**src/sv/wpl_pkg.sv**
```systemverilog
// Shared types and constants of the weighted pooling layer.
package wpl_pkg;

    // fixed-point widths (Q4.12 samples, Q8.24 products)
    localparam int PIX_W   = 16;
    localparam int PROD_W  = 32;
    localparam int PART_W  = 40;
    localparam int FRAC_W  = 12;
    localparam int Q_W     = PART_W - FRAC_W;

    // port widths
    localparam int CMD_W      = 1;
    localparam int COEF_CH_W  = 4;
    localparam int OUT_CH_W   = 4;
    localparam int OUT_POS_W  = 6;
    localparam int CFG_IDX_W  = 2;
    localparam int CFG_DATA_W = 7;
    localparam int CFG_DIM_W  = 7;
    localparam int CFG_CH_W   = 5;

    // front/back decoupling queue
    localparam int QUEUE_DEPTH = 4;

    localparam logic signed [PIX_W-1:0] PIX_MAX = 16'sh7FFF;
    localparam logic signed [PIX_W-1:0] PIX_MIN = 16'sh8000;

    localparam logic [CFG_DIM_W-1:0] RST_WIDTH    = 7'd28;
    localparam logic [CFG_DIM_W-1:0] RST_HEIGHT   = 7'd28;
    localparam logic [CFG_CH_W-1:0]  RST_CHANNELS = 5'd6;

    typedef enum logic [CMD_W-1:0] {
        CMD_PIXEL = 1'b0,
        CMD_COEF  = 1'b1
    } t_cmd;

    typedef enum logic [CFG_IDX_W-1:0] {
        CFG_POOL_MODE = 2'd0,
        CFG_WIDTH     = 2'd1,
        CFG_HEIGHT    = 2'd2,
        CFG_CHANNELS  = 2'd3
    } t_cfg_idx;

    typedef enum logic {
        POOL_AVG = 1'b0,
        POOL_MAX = 1'b1
    } t_pool_mode;

    // per-pixel classification handed from front to back
    typedef struct packed {
        logic win_first;   // first pixel of its window
        logic win_done;    // last pixel of its window
        logic frame_end;   // window is the last of the frame
    } t_flags;

endpackage

```
**src/sv/wpl_ram.sv**
```systemverilog
// Generic single-write, single-read RAM with registered read data.
module wpl_ram #(
    parameter int WIDTH = 32,
    parameter int DEPTH = 16
) (
    input  logic                             i_clk,
    input  logic                             i_we,
    input  logic [(DEPTH>1?$clog2(DEPTH):1)-1:0] i_waddr,
    input  logic [WIDTH-1:0]                 i_wdata,
    input  logic                             i_re,
    input  logic [(DEPTH>1?$clog2(DEPTH):1)-1:0] i_raddr,
    output logic [WIDTH-1:0]                 o_rdata
);

    logic [WIDTH-1:0] r_mem [DEPTH];
    logic [WIDTH-1:0] r_rdata;

    always_ff @(posedge i_clk) begin
        if (i_we) begin
            r_mem[i_waddr] <= i_wdata;
        end
        if (i_re) begin
            r_rdata <= r_mem[i_raddr];
        end
    end

    assign o_rdata = r_rdata;

endmodule

```
**src/sv/wpl_queue.sv**
```systemverilog
// Small FIFO that decouples the front classifier from the pooling back end.
module wpl_queue #(
    parameter int WIDTH = 8,
    parameter int DEPTH = 4
) (
    input  logic             i_clk,
    input  logic             i_rst_n,
    input  logic             i_push,
    input  logic [WIDTH-1:0] i_data,
    output logic             o_full,
    input  logic             i_pop,
    output logic [WIDTH-1:0] o_data,
    output logic             o_empty
);

    localparam int PW = (DEPTH > 1) ? $clog2(DEPTH) : 1;
    localparam int CNTW = $clog2(DEPTH + 1);

    logic [WIDTH-1:0] r_mem [DEPTH];
    logic [PW-1:0]    r_wr, n_wr;
    logic [PW-1:0]    r_rd, n_rd;
    logic [CNTW-1:0]  r_cnt, n_cnt;

    always_comb begin
        n_wr  = r_wr;
        n_rd  = r_rd;
        n_cnt = r_cnt;
        if (i_push) begin
            n_wr = (32'(r_wr) == DEPTH - 1) ? '0 : r_wr + PW'(1);
        end
        if (i_pop) begin
            n_rd = (32'(r_rd) == DEPTH - 1) ? '0 : r_rd + PW'(1);
        end
        if (i_push && !i_pop) begin
            n_cnt = r_cnt + CNTW'(1);
        end else if (!i_push && i_pop) begin
            n_cnt = r_cnt - CNTW'(1);
        end
    end

    always_ff @(posedge i_clk) begin
        if (!i_rst_n) begin
            r_wr  <= '0;
            r_rd  <= '0;
            r_cnt <= '0;
        end else begin
            r_wr  <= n_wr;
            r_rd  <= n_rd;
            r_cnt <= n_cnt;
        end
    end

    always_ff @(posedge i_clk) begin
        if (i_push) begin
            r_mem[r_wr] <= i_data;
        end
    end

    assign o_full  = (32'(r_cnt) == DEPTH);
    assign o_empty = (r_cnt == '0);
    assign o_data  = r_mem[r_rd];

endmodule

```
**src/sv/wpl_front.sv**
```systemverilog
// Front end: config registers, coefficient table, position tracking, pixel weighting.
module wpl_front #(
    parameter int MAX_WIDTH    = 64,
    parameter int MAX_HEIGHT   = 64,
    parameter int MAX_CHANNELS = 16,
    parameter int KERNEL_W     = 2,
    parameter int KERNEL_H     = 2,
    parameter int OP_W         = 64
) (
    input  logic                           i_clk,
    input  logic                           i_rst_n,
    // configuration writes
    input  logic                           i_cfg_we,
    input  logic [wpl_pkg::CFG_IDX_W-1:0]  i_cfg_idx,
    input  logic [wpl_pkg::CFG_DATA_W-1:0] i_cfg_data,
    // input words
    input  logic                           i_in_valid,
    output logic                           o_in_ready,
    input  logic [wpl_pkg::CMD_W-1:0]      i_command,
    input  logic signed [15:0]             i_pixel,
    input  logic [wpl_pkg::COEF_CH_W-1:0]  i_coef_channel,
    input  logic signed [15:0]             i_coef_weight,
    input  logic signed [15:0]             i_coef_bias,
    // to queue
    output logic                           o_push,
    output logic [OP_W-1:0]                o_push_data,
    input  logic                           i_q_full,
    output logic                           o_pool_mode
);

    localparam int CW   = $clog2(MAX_WIDTH);
    localparam int RW   = $clog2(MAX_HEIGHT);
    localparam int DW   = $clog2(MAX_WIDTH + 1);
    localparam int HW   = $clog2(MAX_HEIGHT + 1);
    localparam int NCW  = $clog2(MAX_CHANNELS + 1);
    localparam int CHW  = (MAX_CHANNELS > 1) ? $clog2(MAX_CHANNELS) : 1;
    localparam int PDX  = (MAX_WIDTH + KERNEL_W - 1) / KERNEL_W;
    localparam int PDY  = (MAX_HEIGHT + KERNEL_H - 1) / KERNEL_H;
    localparam int WXW  = (PDX > 1) ? $clog2(PDX) : 1;
    localparam int WYW  = (PDY > 1) ? $clog2(PDY) : 1;
    localparam int KXW  = (KERNEL_W > 1) ? $clog2(KERNEL_W) : 1;
    localparam int KYW  = (KERNEL_H > 1) ? $clog2(KERNEL_H) : 1;
    localparam int COEF_W = 2 * wpl_pkg::PIX_W;

    typedef struct packed {
        logic signed [wpl_pkg::PROD_W-1:0] product;
        logic signed [wpl_pkg::PIX_W-1:0]  bias;
        wpl_pkg::t_flags                   flags;
        logic [CHW-1:0]                    ch;
        logic [WYW-1:0]                    wy;
        logic [WXW-1:0]                    wx;
    } t_op;

    typedef struct packed {
        logic signed [wpl_pkg::PIX_W-1:0] pixel;
        wpl_pkg::t_flags                  flags;
        logic [CHW-1:0]                   ch;
        logic [WYW-1:0]                   wy;
        logic [WXW-1:0]                   wx;
    } t_stage;

    // config registers
    logic                            r_mode;
    logic [wpl_pkg::CFG_DIM_W-1:0]   r_cfg_w;
    logic [wpl_pkg::CFG_DIM_W-1:0]   r_cfg_h;
    logic [wpl_pkg::CFG_CH_W-1:0]    r_cfg_c;

    // position counters
    logic [CW-1:0]  r_col, n_col;
    logic [KXW-1:0] r_kx,  n_kx;
    logic [WXW-1:0] r_wx,  n_wx;
    logic [RW-1:0]  r_row, n_row;
    logic [KYW-1:0] r_ky,  n_ky;
    logic [WYW-1:0] r_wy,  n_wy;
    logic [CHW-1:0] r_ch,  n_ch;

    // weighting stage
    logic          r_a_valid;
    t_stage        r_a;
    logic          r_a_cvld;
    logic [MAX_CHANNELS-1:0] r_coef_vld;

    logic [DW-1:0]  lim_w;
    logic [HW-1:0]  lim_h;
    logic [NCW-1:0] lim_c;
    logic [CW-1:0]  col_base;
    logic [RW-1:0]  row_base;
    logic           accept, px_accept, coef_accept, coef_in_range;
    logic           col_ok, row_ok, in_window;
    logic           col_wrap, row_wrap, kx_wrap, ky_wrap;
    wpl_pkg::t_flags cls;
    logic [COEF_W-1:0] coef_rd;
    logic signed [wpl_pkg::PIX_W-1:0] weight, bias;
    t_op            op;

    // clamped frame dimensions
    always_comb begin
        if (r_cfg_w == '0) begin
            lim_w = DW'(1);
        end else if (32'(r_cfg_w) > MAX_WIDTH) begin
            lim_w = DW'(MAX_WIDTH);
        end else begin
            lim_w = DW'(r_cfg_w);
        end
        if (r_cfg_h == '0) begin
            lim_h = HW'(1);
        end else if (32'(r_cfg_h) > MAX_HEIGHT) begin
            lim_h = HW'(MAX_HEIGHT);
        end else begin
            lim_h = HW'(r_cfg_h);
        end
        if (r_cfg_c == '0) begin
            lim_c = NCW'(1);
        end else if (32'(r_cfg_c) > MAX_CHANNELS) begin
            lim_c = NCW'(MAX_CHANNELS);
        end else begin
            lim_c = NCW'(r_cfg_c);
        end
    end

    assign o_in_ready    = !r_a_valid || !i_q_full;
    assign accept        = i_in_valid && o_in_ready;
    assign px_accept     = accept && (wpl_pkg::t_cmd'(i_command) == wpl_pkg::CMD_PIXEL);
    assign coef_accept   = accept && (wpl_pkg::t_cmd'(i_command) == wpl_pkg::CMD_COEF);
    assign coef_in_range = 32'(i_coef_channel) < MAX_CHANNELS;

    // window classification of the pixel at the current position
    assign col_base  = r_col - CW'(r_kx);
    assign row_base  = r_row - RW'(r_ky);
    assign col_ok    = (32'(col_base) + KERNEL_W) <= 32'(lim_w);
    assign row_ok    = (32'(row_base) + KERNEL_H) <= 32'(lim_h);
    assign in_window = col_ok && row_ok;
    assign kx_wrap   = (r_kx == KXW'(KERNEL_W - 1));
    assign ky_wrap   = (r_ky == KYW'(KERNEL_H - 1));
    assign col_wrap  = (32'(r_col) + 1) >= 32'(lim_w);
    assign row_wrap  = (32'(r_row) + 1) >= 32'(lim_h);

    always_comb begin
        cls.win_first = (r_kx == '0) && (r_ky == '0);
        cls.win_done  = kx_wrap && ky_wrap;
        cls.frame_end = ((32'(col_base) + 2 * KERNEL_W) > 32'(lim_w))
                     && ((32'(row_base) + 2 * KERNEL_H) > 32'(lim_h))
                     && (32'(r_ch) == 32'(lim_c) - 1);
    end

    // raster advance: column, then row, then channel
    always_comb begin
        n_col = r_col + CW'(1);
        n_kx  = kx_wrap ? '0 : r_kx + KXW'(1);
        n_wx  = kx_wrap ? r_wx + WXW'(1) : r_wx;
        n_row = r_row;
        n_ky  = r_ky;
        n_wy  = r_wy;
        n_ch  = r_ch;
        if (col_wrap) begin
            n_col = '0;
            n_kx  = '0;
            n_wx  = '0;
            n_row = r_row + RW'(1);
            n_ky  = ky_wrap ? '0 : r_ky + KYW'(1);
            n_wy  = ky_wrap ? r_wy + WYW'(1) : r_wy;
            if (row_wrap) begin
                n_row = '0;
                n_ky  = '0;
                n_wy  = '0;
                n_ch  = (32'(r_ch) == 32'(lim_c) - 1) ? '0 : r_ch + CHW'(1);
            end
        end
    end

    always_ff @(posedge i_clk) begin
        if (!i_rst_n) begin
            r_mode  <= wpl_pkg::POOL_AVG;
            r_cfg_w <= wpl_pkg::RST_WIDTH;
            r_cfg_h <= wpl_pkg::RST_HEIGHT;
            r_cfg_c <= wpl_pkg::RST_CHANNELS;
        end else if (i_cfg_we) begin
            unique case (wpl_pkg::t_cfg_idx'(i_cfg_idx))
                wpl_pkg::CFG_POOL_MODE: r_mode  <= i_cfg_data[0];
                wpl_pkg::CFG_WIDTH:     r_cfg_w <= i_cfg_data[wpl_pkg::CFG_DIM_W-1:0];
                wpl_pkg::CFG_HEIGHT:    r_cfg_h <= i_cfg_data[wpl_pkg::CFG_DIM_W-1:0];
                wpl_pkg::CFG_CHANNELS:  r_cfg_c <= i_cfg_data[wpl_pkg::CFG_CH_W-1:0];
            endcase
        end
    end

    // any config write restarts the frame
    always_ff @(posedge i_clk) begin
        if (!i_rst_n || i_cfg_we) begin
            r_col <= '0;
            r_kx  <= '0;
            r_wx  <= '0;
            r_row <= '0;
            r_ky  <= '0;
            r_wy  <= '0;
            r_ch  <= '0;
        end else if (px_accept) begin
            r_col <= n_col;
            r_kx  <= n_kx;
            r_wx  <= n_wx;
            r_row <= n_row;
            r_ky  <= n_ky;
            r_wy  <= n_wy;
            r_ch  <= n_ch;
        end
    end

    // coefficient valid bits: an unloaded channel reads as zero
    always_ff @(posedge i_clk) begin
        if (!i_rst_n) begin
            r_coef_vld <= '0;
        end else if (coef_accept && coef_in_range) begin
            r_coef_vld[CHW'(i_coef_channel)] <= 1'b1;
        end
    end

    wpl_ram #(
        .WIDTH (COEF_W),
        .DEPTH (MAX_CHANNELS)
    ) u_coef_ram (
        .i_clk   (i_clk),
        .i_we    (coef_accept && coef_in_range),
        .i_waddr (CHW'(i_coef_channel)),
        .i_wdata ({i_coef_weight, i_coef_bias}),
        .i_re    (px_accept),
        .i_raddr (r_ch),
        .o_rdata (coef_rd)
    );

    always_ff @(posedge i_clk) begin
        if (!i_rst_n) begin
            r_a_valid <= 1'b0;
        end else if (o_in_ready) begin
            r_a_valid <= px_accept && in_window;
        end
    end

    always_ff @(posedge i_clk) begin
        if (px_accept) begin
            r_a.pixel <= i_pixel;
            r_a.flags <= cls;
            r_a.ch    <= r_ch;
            r_a.wy    <= r_wy;
            r_a.wx    <= r_wx;
            r_a_cvld  <= r_coef_vld[r_ch];
        end
    end

    assign weight = r_a_cvld ? coef_rd[COEF_W-1:wpl_pkg::PIX_W] : '0;
    assign bias   = r_a_cvld ? coef_rd[wpl_pkg::PIX_W-1:0] : '0;

    // 16x16 product, registered by the queue storage
    always_comb begin
        op.product = r_a.pixel * weight;
        op.bias    = bias;
        op.flags   = r_a.flags;
        op.ch      = r_a.ch;
        op.wy      = r_a.wy;
        op.wx      = r_a.wx;
    end

    assign o_push      = r_a_valid && !i_q_full;
    assign o_push_data = op;
    assign o_pool_mode = r_mode;

endmodule

```
**src/sv/wpl_back.sv**
```systemverilog
// Back end: window accumulate/max over column partials, scaling, bias and saturation.
module wpl_back #(
    parameter int MAX_WIDTH    = 64,
    parameter int MAX_HEIGHT   = 64,
    parameter int MAX_CHANNELS = 16,
    parameter int KERNEL_W     = 2,
    parameter int KERNEL_H     = 2,
    parameter int OP_W         = 64
) (
    input  logic                          i_clk,
    input  logic                          i_rst_n,
    input  logic [OP_W-1:0]               i_q_data,
    input  logic                          i_q_empty,
    output logic                          o_pop,
    input  logic                          i_pool_mode,
    output logic                          o_out_valid,
    input  logic                          i_out_ready,
    output logic signed [15:0]            o_pooled_value,
    output logic [wpl_pkg::OUT_CH_W-1:0]  o_out_channel,
    output logic [wpl_pkg::OUT_POS_W-1:0] o_out_col,
    output logic [wpl_pkg::OUT_POS_W-1:0] o_out_row,
    output logic                          o_frame_last
);

    localparam int CHW  = (MAX_CHANNELS > 1) ? $clog2(MAX_CHANNELS) : 1;
    localparam int PDX  = (MAX_WIDTH + KERNEL_W - 1) / KERNEL_W;
    localparam int PDY  = (MAX_HEIGHT + KERNEL_H - 1) / KERNEL_H;
    localparam int WXW  = (PDX > 1) ? $clog2(PDX) : 1;
    localparam int WYW  = (PDY > 1) ? $clog2(PDY) : 1;
    localparam int QW   = wpl_pkg::Q_W;
    localparam int PTW  = wpl_pkg::PART_W;
    localparam int SUMW = QW + 2;
    localparam int MULW = 2 * QW + 1;
    // floor(q / KK) as a reciprocal multiply on the magnitude
    localparam int KK    = KERNEL_W * KERNEL_H;
    localparam int LK    = (KK > 1) ? $clog2(KK) : 0;
    localparam int DIV_S = QW + LK;
    localparam logic [63:0] DIV_M = ((64'd1 << DIV_S) + 64'(KK) - 64'd1) / 64'(KK);

    typedef struct packed {
        logic signed [wpl_pkg::PROD_W-1:0] product;
        logic signed [wpl_pkg::PIX_W-1:0]  bias;
        wpl_pkg::t_flags                   flags;
        logic [CHW-1:0]                    ch;
        logic [WYW-1:0]                    wy;
        logic [WXW-1:0]                    wx;
    } t_op;

    typedef struct packed {
        logic signed [wpl_pkg::PIX_W-1:0] bias;
        logic                             mode;
        logic                             last;
        logic [CHW-1:0]                   ch;
        logic [WYW-1:0]                   wy;
        logic [WXW-1:0]                   wx;
    } t_res;

    t_op  head;
    logic en;

    logic                  r_b2_valid;
    t_op                   r_b2;
    logic                  r_fwd_hit;
    logic signed [PTW-1:0] r_fwd_data;
    logic signed [PTW-1:0] part_rd, old_part, prod_ext, new_part;

    logic                  r_b3_valid;
    t_res                  r_b3;
    logic signed [QW-1:0]  r_b3_q;
    logic [QW:0]           mag_w;
    logic [MULW-1:0]       mul;

    logic                  r_b4_valid;
    t_res                  r_b4;
    logic signed [QW-1:0]  r_b4_q;
    logic [MULW-1:0]       r_b4_mul;
    logic [QW-1:0]         quot;
    logic signed [QW:0]    avg, pooled;
    logic signed [SUMW-1:0] sum;
    logic signed [wpl_pkg::PIX_W-1:0] sat;

    logic                  r_out_valid;
    t_res                  r_out;
    logic signed [wpl_pkg::PIX_W-1:0] r_out_value;

    assign head  = i_q_data;
    // whole back end moves together; only a held result stalls it
    assign en    = !r_out_valid || i_out_ready;
    assign o_pop = en && !i_q_empty;

    // column partials: read as the op leaves the queue, written back once it is held in r_b2
    wpl_ram #(
        .WIDTH (PTW),
        .DEPTH (PDX)
    ) u_part_ram (
        .i_clk   (i_clk),
        .i_we    (en && r_b2_valid),
        .i_waddr (r_b2.wx),
        .i_wdata (new_part),
        .i_re    (en),
        .i_raddr (head.wx),
        .o_rdata (part_rd)
    );

    always_comb begin
        old_part = r_fwd_hit ? r_fwd_data : part_rd;
        prod_ext = {{(PTW - wpl_pkg::PROD_W){r_b2.product[wpl_pkg::PROD_W-1]}}, r_b2.product};
        if (r_b2.flags.win_first) begin
            new_part = prod_ext;
        end else if (wpl_pkg::t_pool_mode'(i_pool_mode) == wpl_pkg::POOL_MAX) begin
            new_part = (prod_ext > old_part) ? prod_ext : old_part;
        end else begin
            new_part = old_part + prod_ext;
        end
    end

    always_ff @(posedge i_clk) begin
        if (!i_rst_n) begin
            r_b2_valid  <= 1'b0;
            r_b3_valid  <= 1'b0;
            r_b4_valid  <= 1'b0;
            r_out_valid <= 1'b0;
        end else if (en) begin
            r_b2_valid  <= o_pop;
            r_b3_valid  <= r_b2_valid && r_b2.flags.win_done;
            r_b4_valid  <= r_b3_valid;
            r_out_valid <= r_b4_valid;
        end
    end

    always_ff @(posedge i_clk) begin
        if (en) begin
            r_b2       <= head;
            // back-to-back ops on one column see the value being written now
            r_fwd_hit  <= r_b2_valid && (r_b2.wx == head.wx);
            r_fwd_data <= new_part;
            r_b3.bias  <= r_b2.bias;
            r_b3.mode  <= i_pool_mode;
            r_b3.last  <= r_b2.flags.frame_end;
            r_b3.ch    <= r_b2.ch;
            r_b3.wy    <= r_b2.wy;
            r_b3.wx    <= r_b2.wx;
            r_b3_q     <= new_part[PTW-1:wpl_pkg::FRAC_W];
            r_b4       <= r_b3;
            r_b4_q     <= r_b3_q;
            r_b4_mul   <= mul;
            r_out      <= r_b4;
            r_out_value <= sat;
        end
    end

    // magnitude for a floored divide: negative q uses (-q + KK - 1)
    always_comb begin
        if (r_b3_q[QW-1]) begin
            mag_w = (QW + 1)'(KK - 1) - {r_b3_q[QW-1], r_b3_q};
        end else begin
            mag_w = {1'b0, r_b3_q};
        end
        mul = mag_w[QW-1:0] * DIV_M[QW:0];
    end

    always_comb begin
        quot = QW'(r_b4_mul >> DIV_S);
        avg  = r_b4_q[QW-1] ? -$signed({1'b0, quot}) : $signed({1'b0, quot});
        if (wpl_pkg::t_pool_mode'(r_b4.mode) == wpl_pkg::POOL_MAX) begin
            pooled = {r_b4_q[QW-1], r_b4_q};
        end else begin
            pooled = avg;
        end
        sum = {pooled[QW], pooled}
            + {{(SUMW - wpl_pkg::PIX_W){r_b4.bias[wpl_pkg::PIX_W-1]}}, r_b4.bias};
        // saturate when the bits above the 16-bit range disagree with the sign
        if (sum[SUMW-1:wpl_pkg::PIX_W-1] == '0 || sum[SUMW-1:wpl_pkg::PIX_W-1] == '1) begin
            sat = sum[wpl_pkg::PIX_W-1:0];
        end else if (sum[SUMW-1]) begin
            sat = wpl_pkg::PIX_MIN;
        end else begin
            sat = wpl_pkg::PIX_MAX;
        end
    end

    assign o_out_valid    = r_out_valid;
    assign o_pooled_value = r_out_value;
    assign o_out_channel  = wpl_pkg::OUT_CH_W'(r_out.ch);
    assign o_out_col      = wpl_pkg::OUT_POS_W'(r_out.wx);
    assign o_out_row      = wpl_pkg::OUT_POS_W'(r_out.wy);
    assign o_frame_last   = r_out.last;

endmodule

```
**src/sv/weighted_pooling_layer_core.sv**
```systemverilog
// Top level of the weighted pooling layer: front end, queue and back end.
// Throughput: one word per cycle, pixels and coefficient loads alike, unless a weighted
// pixel waits on a full queue; the column-partial RAM read-modify-write is forwarded so
// a window column can be hit every cycle.
// Reset (synchronous, active low) restores the config defaults, zeroes the coefficient
// table through per-channel valid bits and empties every stage; no clearing pass runs.
module weighted_pooling_layer_core #(
    parameter int MAX_WIDTH    = 64,
    parameter int MAX_HEIGHT   = 64,
    parameter int MAX_CHANNELS = 16,
    parameter int KERNEL_W     = 2,
    parameter int KERNEL_H     = 2
) (
    input  logic                           i_clk,
    input  logic                           i_rst_n,
    // configuration write port
    input  logic                           i_cfg_we,
    input  logic [wpl_pkg::CFG_IDX_W-1:0]  i_cfg_idx,
    input  logic [wpl_pkg::CFG_DATA_W-1:0] i_cfg_data,
    // input words
    input  logic                           i_in_valid,
    output logic                           o_in_ready,
    input  logic [wpl_pkg::CMD_W-1:0]      i_command,
    input  logic signed [15:0]             i_pixel,
    input  logic [wpl_pkg::COEF_CH_W-1:0]  i_coef_channel,
    input  logic signed [15:0]             i_coef_weight,
    input  logic signed [15:0]             i_coef_bias,
    // result words
    output logic                           o_out_valid,
    input  logic                           i_out_ready,
    output logic signed [15:0]             o_pooled_value,
    output logic [wpl_pkg::OUT_CH_W-1:0]   o_out_channel,
    output logic [wpl_pkg::OUT_POS_W-1:0]  o_out_col,
    output logic [wpl_pkg::OUT_POS_W-1:0]  o_out_row,
    output logic                           o_frame_last
);

    // queue word: product, bias, flags, channel, window row, window column
    localparam int CHW  = (MAX_CHANNELS > 1) ? $clog2(MAX_CHANNELS) : 1;
    localparam int PDX  = (MAX_WIDTH + KERNEL_W - 1) / KERNEL_W;
    localparam int PDY  = (MAX_HEIGHT + KERNEL_H - 1) / KERNEL_H;
    localparam int WXW  = (PDX > 1) ? $clog2(PDX) : 1;
    localparam int WYW  = (PDY > 1) ? $clog2(PDY) : 1;
    localparam int OP_W = wpl_pkg::PROD_W + wpl_pkg::PIX_W + $bits(wpl_pkg::t_flags)
                        + CHW + WYW + WXW;

    logic            push, pop, q_full, q_empty, pool_mode;
    logic [OP_W-1:0] push_data, head_data;

    // Front: takes every word. Coefficient loads go straight into the per-channel
    // table; pixels are placed in the raster (column, row, channel), classified
    // against the window grid, and pixels inside a complete window are weighted
    // (one 16x16 multiply) and pushed. Edge pixels only move the counters.
    wpl_front #(
        .MAX_WIDTH    (MAX_WIDTH),
        .MAX_HEIGHT   (MAX_HEIGHT),
        .MAX_CHANNELS (MAX_CHANNELS),
        .KERNEL_W     (KERNEL_W),
        .KERNEL_H     (KERNEL_H),
        .OP_W         (OP_W)
    ) u_front (
        .i_clk          (i_clk),
        .i_rst_n        (i_rst_n),
        .i_cfg_we       (i_cfg_we),
        .i_cfg_idx      (i_cfg_idx),
        .i_cfg_data     (i_cfg_data),
        .i_in_valid     (i_in_valid),
        .o_in_ready     (o_in_ready),
        .i_command      (i_command),
        .i_pixel        (i_pixel),
        .i_coef_channel (i_coef_channel),
        .i_coef_weight  (i_coef_weight),
        .i_coef_bias    (i_coef_bias),
        .o_push         (push),
        .o_push_data    (push_data),
        .i_q_full       (q_full),
        .o_pool_mode    (pool_mode)
    );

    // Short queue so a stalled result consumer does not immediately stall the input.
    wpl_queue #(
        .WIDTH (OP_W),
        .DEPTH (wpl_pkg::QUEUE_DEPTH)
    ) u_queue (
        .i_clk   (i_clk),
        .i_rst_n (i_rst_n),
        .i_push  (push),
        .i_data  (push_data),
        .o_full  (q_full),
        .i_pop   (pop),
        .o_data  (head_data),
        .o_empty (q_empty)
    );

    // Back: one partial per window column, updated with sum or max; a finished
    // window is scaled (shift for max, floored divide for average), biased,
    // saturated and held in the output register.
    wpl_back #(
        .MAX_WIDTH    (MAX_WIDTH),
        .MAX_HEIGHT   (MAX_HEIGHT),
        .MAX_CHANNELS (MAX_CHANNELS),
        .KERNEL_W     (KERNEL_W),
        .KERNEL_H     (KERNEL_H),
        .OP_W         (OP_W)
    ) u_back (
        .i_clk          (i_clk),
        .i_rst_n        (i_rst_n),
        .i_q_data       (head_data),
        .i_q_empty      (q_empty),
        .o_pop          (pop),
        .i_pool_mode    (pool_mode),
        .o_out_valid    (o_out_valid),
        .i_out_ready    (i_out_ready),
        .o_pooled_value (o_pooled_value),
        .o_out_channel  (o_out_channel),
        .o_out_col      (o_out_col),
        .o_out_row      (o_out_row),
        .o_frame_last   (o_frame_last)
    );

endmodule

```
**config.mk**
```make
export PLATFORM = sky130hd
export DESIGN_NAME = weighted_pooling_layer_core
export DESIGN_NICKNAME = d
export VERILOG_FILES = /design/src/sv/wpl_pkg.sv /design/src/sv/wpl_ram.sv /design/src/sv/wpl_queue.sv /design/src/sv/wpl_front.sv /design/src/sv/wpl_back.sv /design/src/sv/weighted_pooling_layer_core.sv
export SDC_FILE = /design/constraint.sdc
export NUM_CORES = 2
export LEC_CHECK = 0
export BUFFER_PORTS_ARGS = -buffer_cell sky130_fd_sc_hd__buf_4
export CELL_PAD_IN_SITES_DETAIL_PLACEMENT = 0
export CELL_PAD_IN_SITES_GLOBAL_PLACEMENT = 1
export CORE_AREA = 2 2 556 613
export CTS_CLUSTER_DIAMETER = 150
export CTS_CLUSTER_SIZE = 8
export DETAILED_ROUTE_END_ITERATION = 16
export DIE_AREA = 0 0 558 615
export MAX_ROUTING_LAYER = met4
export PLACE_DENSITY_LB_ADDON = 0.1
export SLEW_MARGIN = 25
export SYNTH_ARGS = -nofsm -noshare
export SYNTH_HDL_FRONTEND = slang
export SYNTH_SLANG_ARGS = --single-unit
```
**constraint.sdc**
```tcl
create_clock -name i_clk -period 10.6 [get_ports i_clk]
set_input_delay 0.53 -clock i_clk [delete_from_list [all_inputs] [get_ports i_clk]]
set_output_delay 0.53 -clock i_clk [all_outputs]
set_load 0.02 [all_outputs]
```
==> key figures <==
Detailed routing
  – Post-route ant nets: 0
  – Post-route DRC violation count: 0
  – First drt pass iteration count: 5
  – Wire per inst: 27.8 um
  – Via density: 5.10
  – Routed WL: 310000 um
  – Initial DRC count: 4134
  – Vias: 56900

Floorplan
  – Num ports: 102
  – Core Footprint: 337000 um2
  – Chip Height: 615 um
  – Die area: 343000 um2
  – Starting Density: 0.329
  – Die Wd: 558 um
  – # rows: 224

STA
  – Final hold viol count: 0
  – F_max: 124 MHz
  – Min setup slack post-route: 2.54 ns
  – Slew Viols, Final: 0
  – Skew final: 0.0885 ns
  – Final worst path period share: 0.760
  – RSZ-0062 raised after global routing: false
  – Slew headroom: 0.264
  – Final setup viols: 0
  – Period minus WS final: 8.06 ns
  – Worst-margin pin slew: 1.10 ns
  – Fin Setup TNS: 0 ns

Clock tree
  – CTS Buffer Depth: 4
  – CTS buffer count: 350
  – Number of hold buffers added after cts: 60
  – Post-CTS Setup Inserts: 0
  – Root Driver: clkbuf_16
  – CTS tree: done
  – H-tree levels: 5
  – CTS resizes: 0
  – Clock Sinks: 2490
  – Worst-path clk slew: 0.05 ns
  – Later-pin clock latency in the skew report: 0.95 ns

Power and ir drop
  – VDD IR-drop max: 0.000205 V
  – Switching Fraction: 0.347
  – Sw power: 13.4 mW
  – Reg power frac: 0.390
  – PD cells: 301 nW/um2
  – Clock Power Share: 0.261
  – Cell Int Power: 25.2 mW
  – Comb power frac: 0.348
  – Leak: 43.3 nW

Synth
  – Post-Syn Area per Cell: 18.0 um2
  – Top-area cell type share of the netlist area: 0.654
  – Yosys warnings: 0
  – Mapped cell area: 111000 um2
  – Largest cells by area after synthesis: edfxtp_1 (65%), mux4_2 (13%), fa_1 (4.8%)
  – Post-synth top area cell: edfxtp_1
  – Synth top cells by count: edfxtp_1 (2412), mux4_2 (630), inv_1 (439), nand2_1 (272), fa_1 (265)
  – Seq cells post-synth: 2490
  – Most common cell in the netlist: edfxtp_1
  – Synthesized netlist cell count: 6164
  – Distinct cell type count after synthesis: 99
  – Number of synthesized flops with an enable pin: 2412
  – Register area share after synthesis: 0.668
  – Main synth FF type: edfxtp_1
  – Post-synth ARST share: 0

Layout
  – Non-filler cells, final: 11200
  – FILL cells: 30900
  – Final core utilization: 0.380
  – # nets final: 7115
  – Proportion of layout cells with a drive suffix above 1: 0.222
  – Area Growth Syn to Fin: 15.6%

Critical path
  – Worst-path cell with the longest stage delay: and2_0
  – Most common cell on crit path: fa_1
  – Critical-path cell list: buf_12 -> and2_0 -> nand2_1 -> fa_1 -> inv_1 -> fa_1 -> fa_1 -> fa_1 -> fa_1 -> inv_1 -> fa_1 -> inv_1 -> ha_1 -> o21ai_0 -> a21o_1 -> a211oi_1 -> o211ai_1 -> a21boi_0 -> nor2_1 -> o21ai_0 -> a41oi_1 -> a211o_1 -> a211o_1
  – Crit. End Element: flip-flop
  – Startpoint Class: flip-flop
  – Slowest stage delay, CP: 0.70 ns
  – Worst EP arrival: 8.67 ns
  – CP Class: flip-flop to flip-flop
  – Buf/Inv on CP: 4
  – Reg2reg setup slack: 2.54 ns
  – Worst Path Max Fanout: 112
  – Critical Path RT: 11.20 ns
  – Largest delay contributor family on the critical path: adder cells

Placed design
  – Placed cells: 10600
  – HPWL Detailed: 189000 um
  – I/O Buffers: 99
  – Setup WS pre-CTS: 2.47 ns
  – RePlAce Congestion: 0.811

GRT
  – Vias in the first global route: 60900
  – Total Routing Usage GR: 0.186
  – Total gr overflow: 0
  – Initial antenna violation count: 22
  – Maximum number of pins on one net before global-route repair: 113
  – Global-route wire length before repair: 449000 um

Run status
  – Outcome: complete, no violations

Job
  – Max-cap check violation count: 0

Min path
  – HP Class: input port to flip-flop
sequential cells by signal (all words and copies together), names as in the netlist, 12 cells and up, named ones only:
register                    count
u_back.u_part_ram.r_mem      1280
u_front.u_coef_ram.r_mem      512
u_queue.r_mem                 260
u_back.u_part_ram.o_rdata      40
u_back.r_b2                    33
u_back.prod_ext                32
u_back.r_b3                    32
u_back.r_b4                    32
u_front.u_coef_ram.o_rdata     32
u_back.r_b3_q                  28
u_back.r_b4_q                  28
u_back.r_b4_mul                25
u_front.o_push_data            17
u_back.o_pooled_value          16
u_front.r_a                    16
u_front.r_coef_vld             16
u_back.r_fwd_data              12
power groups by stage:
stage          Clock (mW)  Sequential [mW]  Combinational, mW
2_1_floorplan           0             14.9               8.81
3_3_place_gp            0             15.3               13.4
5_1_grt              10.8             15.2               14.7
4_1_cts              10.4             15.1               13.7
3_5_place_dp            0             15.3               13.6
6_report             10.1             15.1               13.4
final cells by class:
type	count	area [um2]	share of cell area
Antenna cell	23	57.6	0.000449
Multi-Input combinational cell	2951	34700	0.271
Inverter	440	1670	0.0130
Sequential cell	2490	74000	0.578
Clock buffer	406	9030	0.0705
Tap cell	4520	5660	0.0442
Timing Repair Buffer	298	2490	0.0194
Clock inverter	26	497	0.00388
through the flow:
step                      power [mW]  hold WS, ns  cell area [um2]
after CTS                       39.2       0.0168           128000
after floorplan                 23.7        0.400           111000
final                           38.6       0.0833           128000
after detailed placement        28.9        0.405           118000
after global routing            40.6       0.0595           128000
after global placement          28.7        0.405           118000
cells by family after synthesis:
family          Yosys count  synth area share
compound gates          608            0.0374
other cells               1         0.0000339
xor+xnor                168            0.0133
mux                     734             0.138
buf+inv                 724            0.0250
simple gates            922            0.0418
fa+ha+maj               517            0.0764
flops                  2490             0.668
placed cells by master (no fill, tap or decap), types with 59 or more instances in the layout:
cell type / count
edfxtp_1: 2412
mux4_2: 625
inv_1: 438
clkbuf_16: 353
nand2_1: 272
fa_1: 265
ha_1: 252
buf_4: 227
and3_1: 138
a21oi_1: 129
nor2_1: 128
o21ai_0: 109
xnor2_1: 109
dfxtp_1: 71
mux2_2: 67
dlygate4sd3_1: 60
xor2_1: 59
worst paths after layout:
check	startpoint	end	depth (start not counted)
min reg2reg	u_back.r_b4[1]	u_back.o_out_col[1]	0
max	u_front.r_a_cvld	u_queue.r_mem[2][63]	23
max reg2reg	u_front.r_a_cvld	u_queue.r_mem[2][63]	23
min	i_rst_n	u_front.r_cfg_h[4]	2
metal layers:
layer	up-vias	wire [um]	GRT usage	part of all wire
li1	24800	-	-	-
met1	30700	132000	0.234	0.42
met5	-	0	-	0
met4	0	6100	0.0385	0.020
met3	378	11500	0.0258	0.037
met2	1092	161000	0.319	0.52
Note: power is estimated with default switching activity, not from simulation.
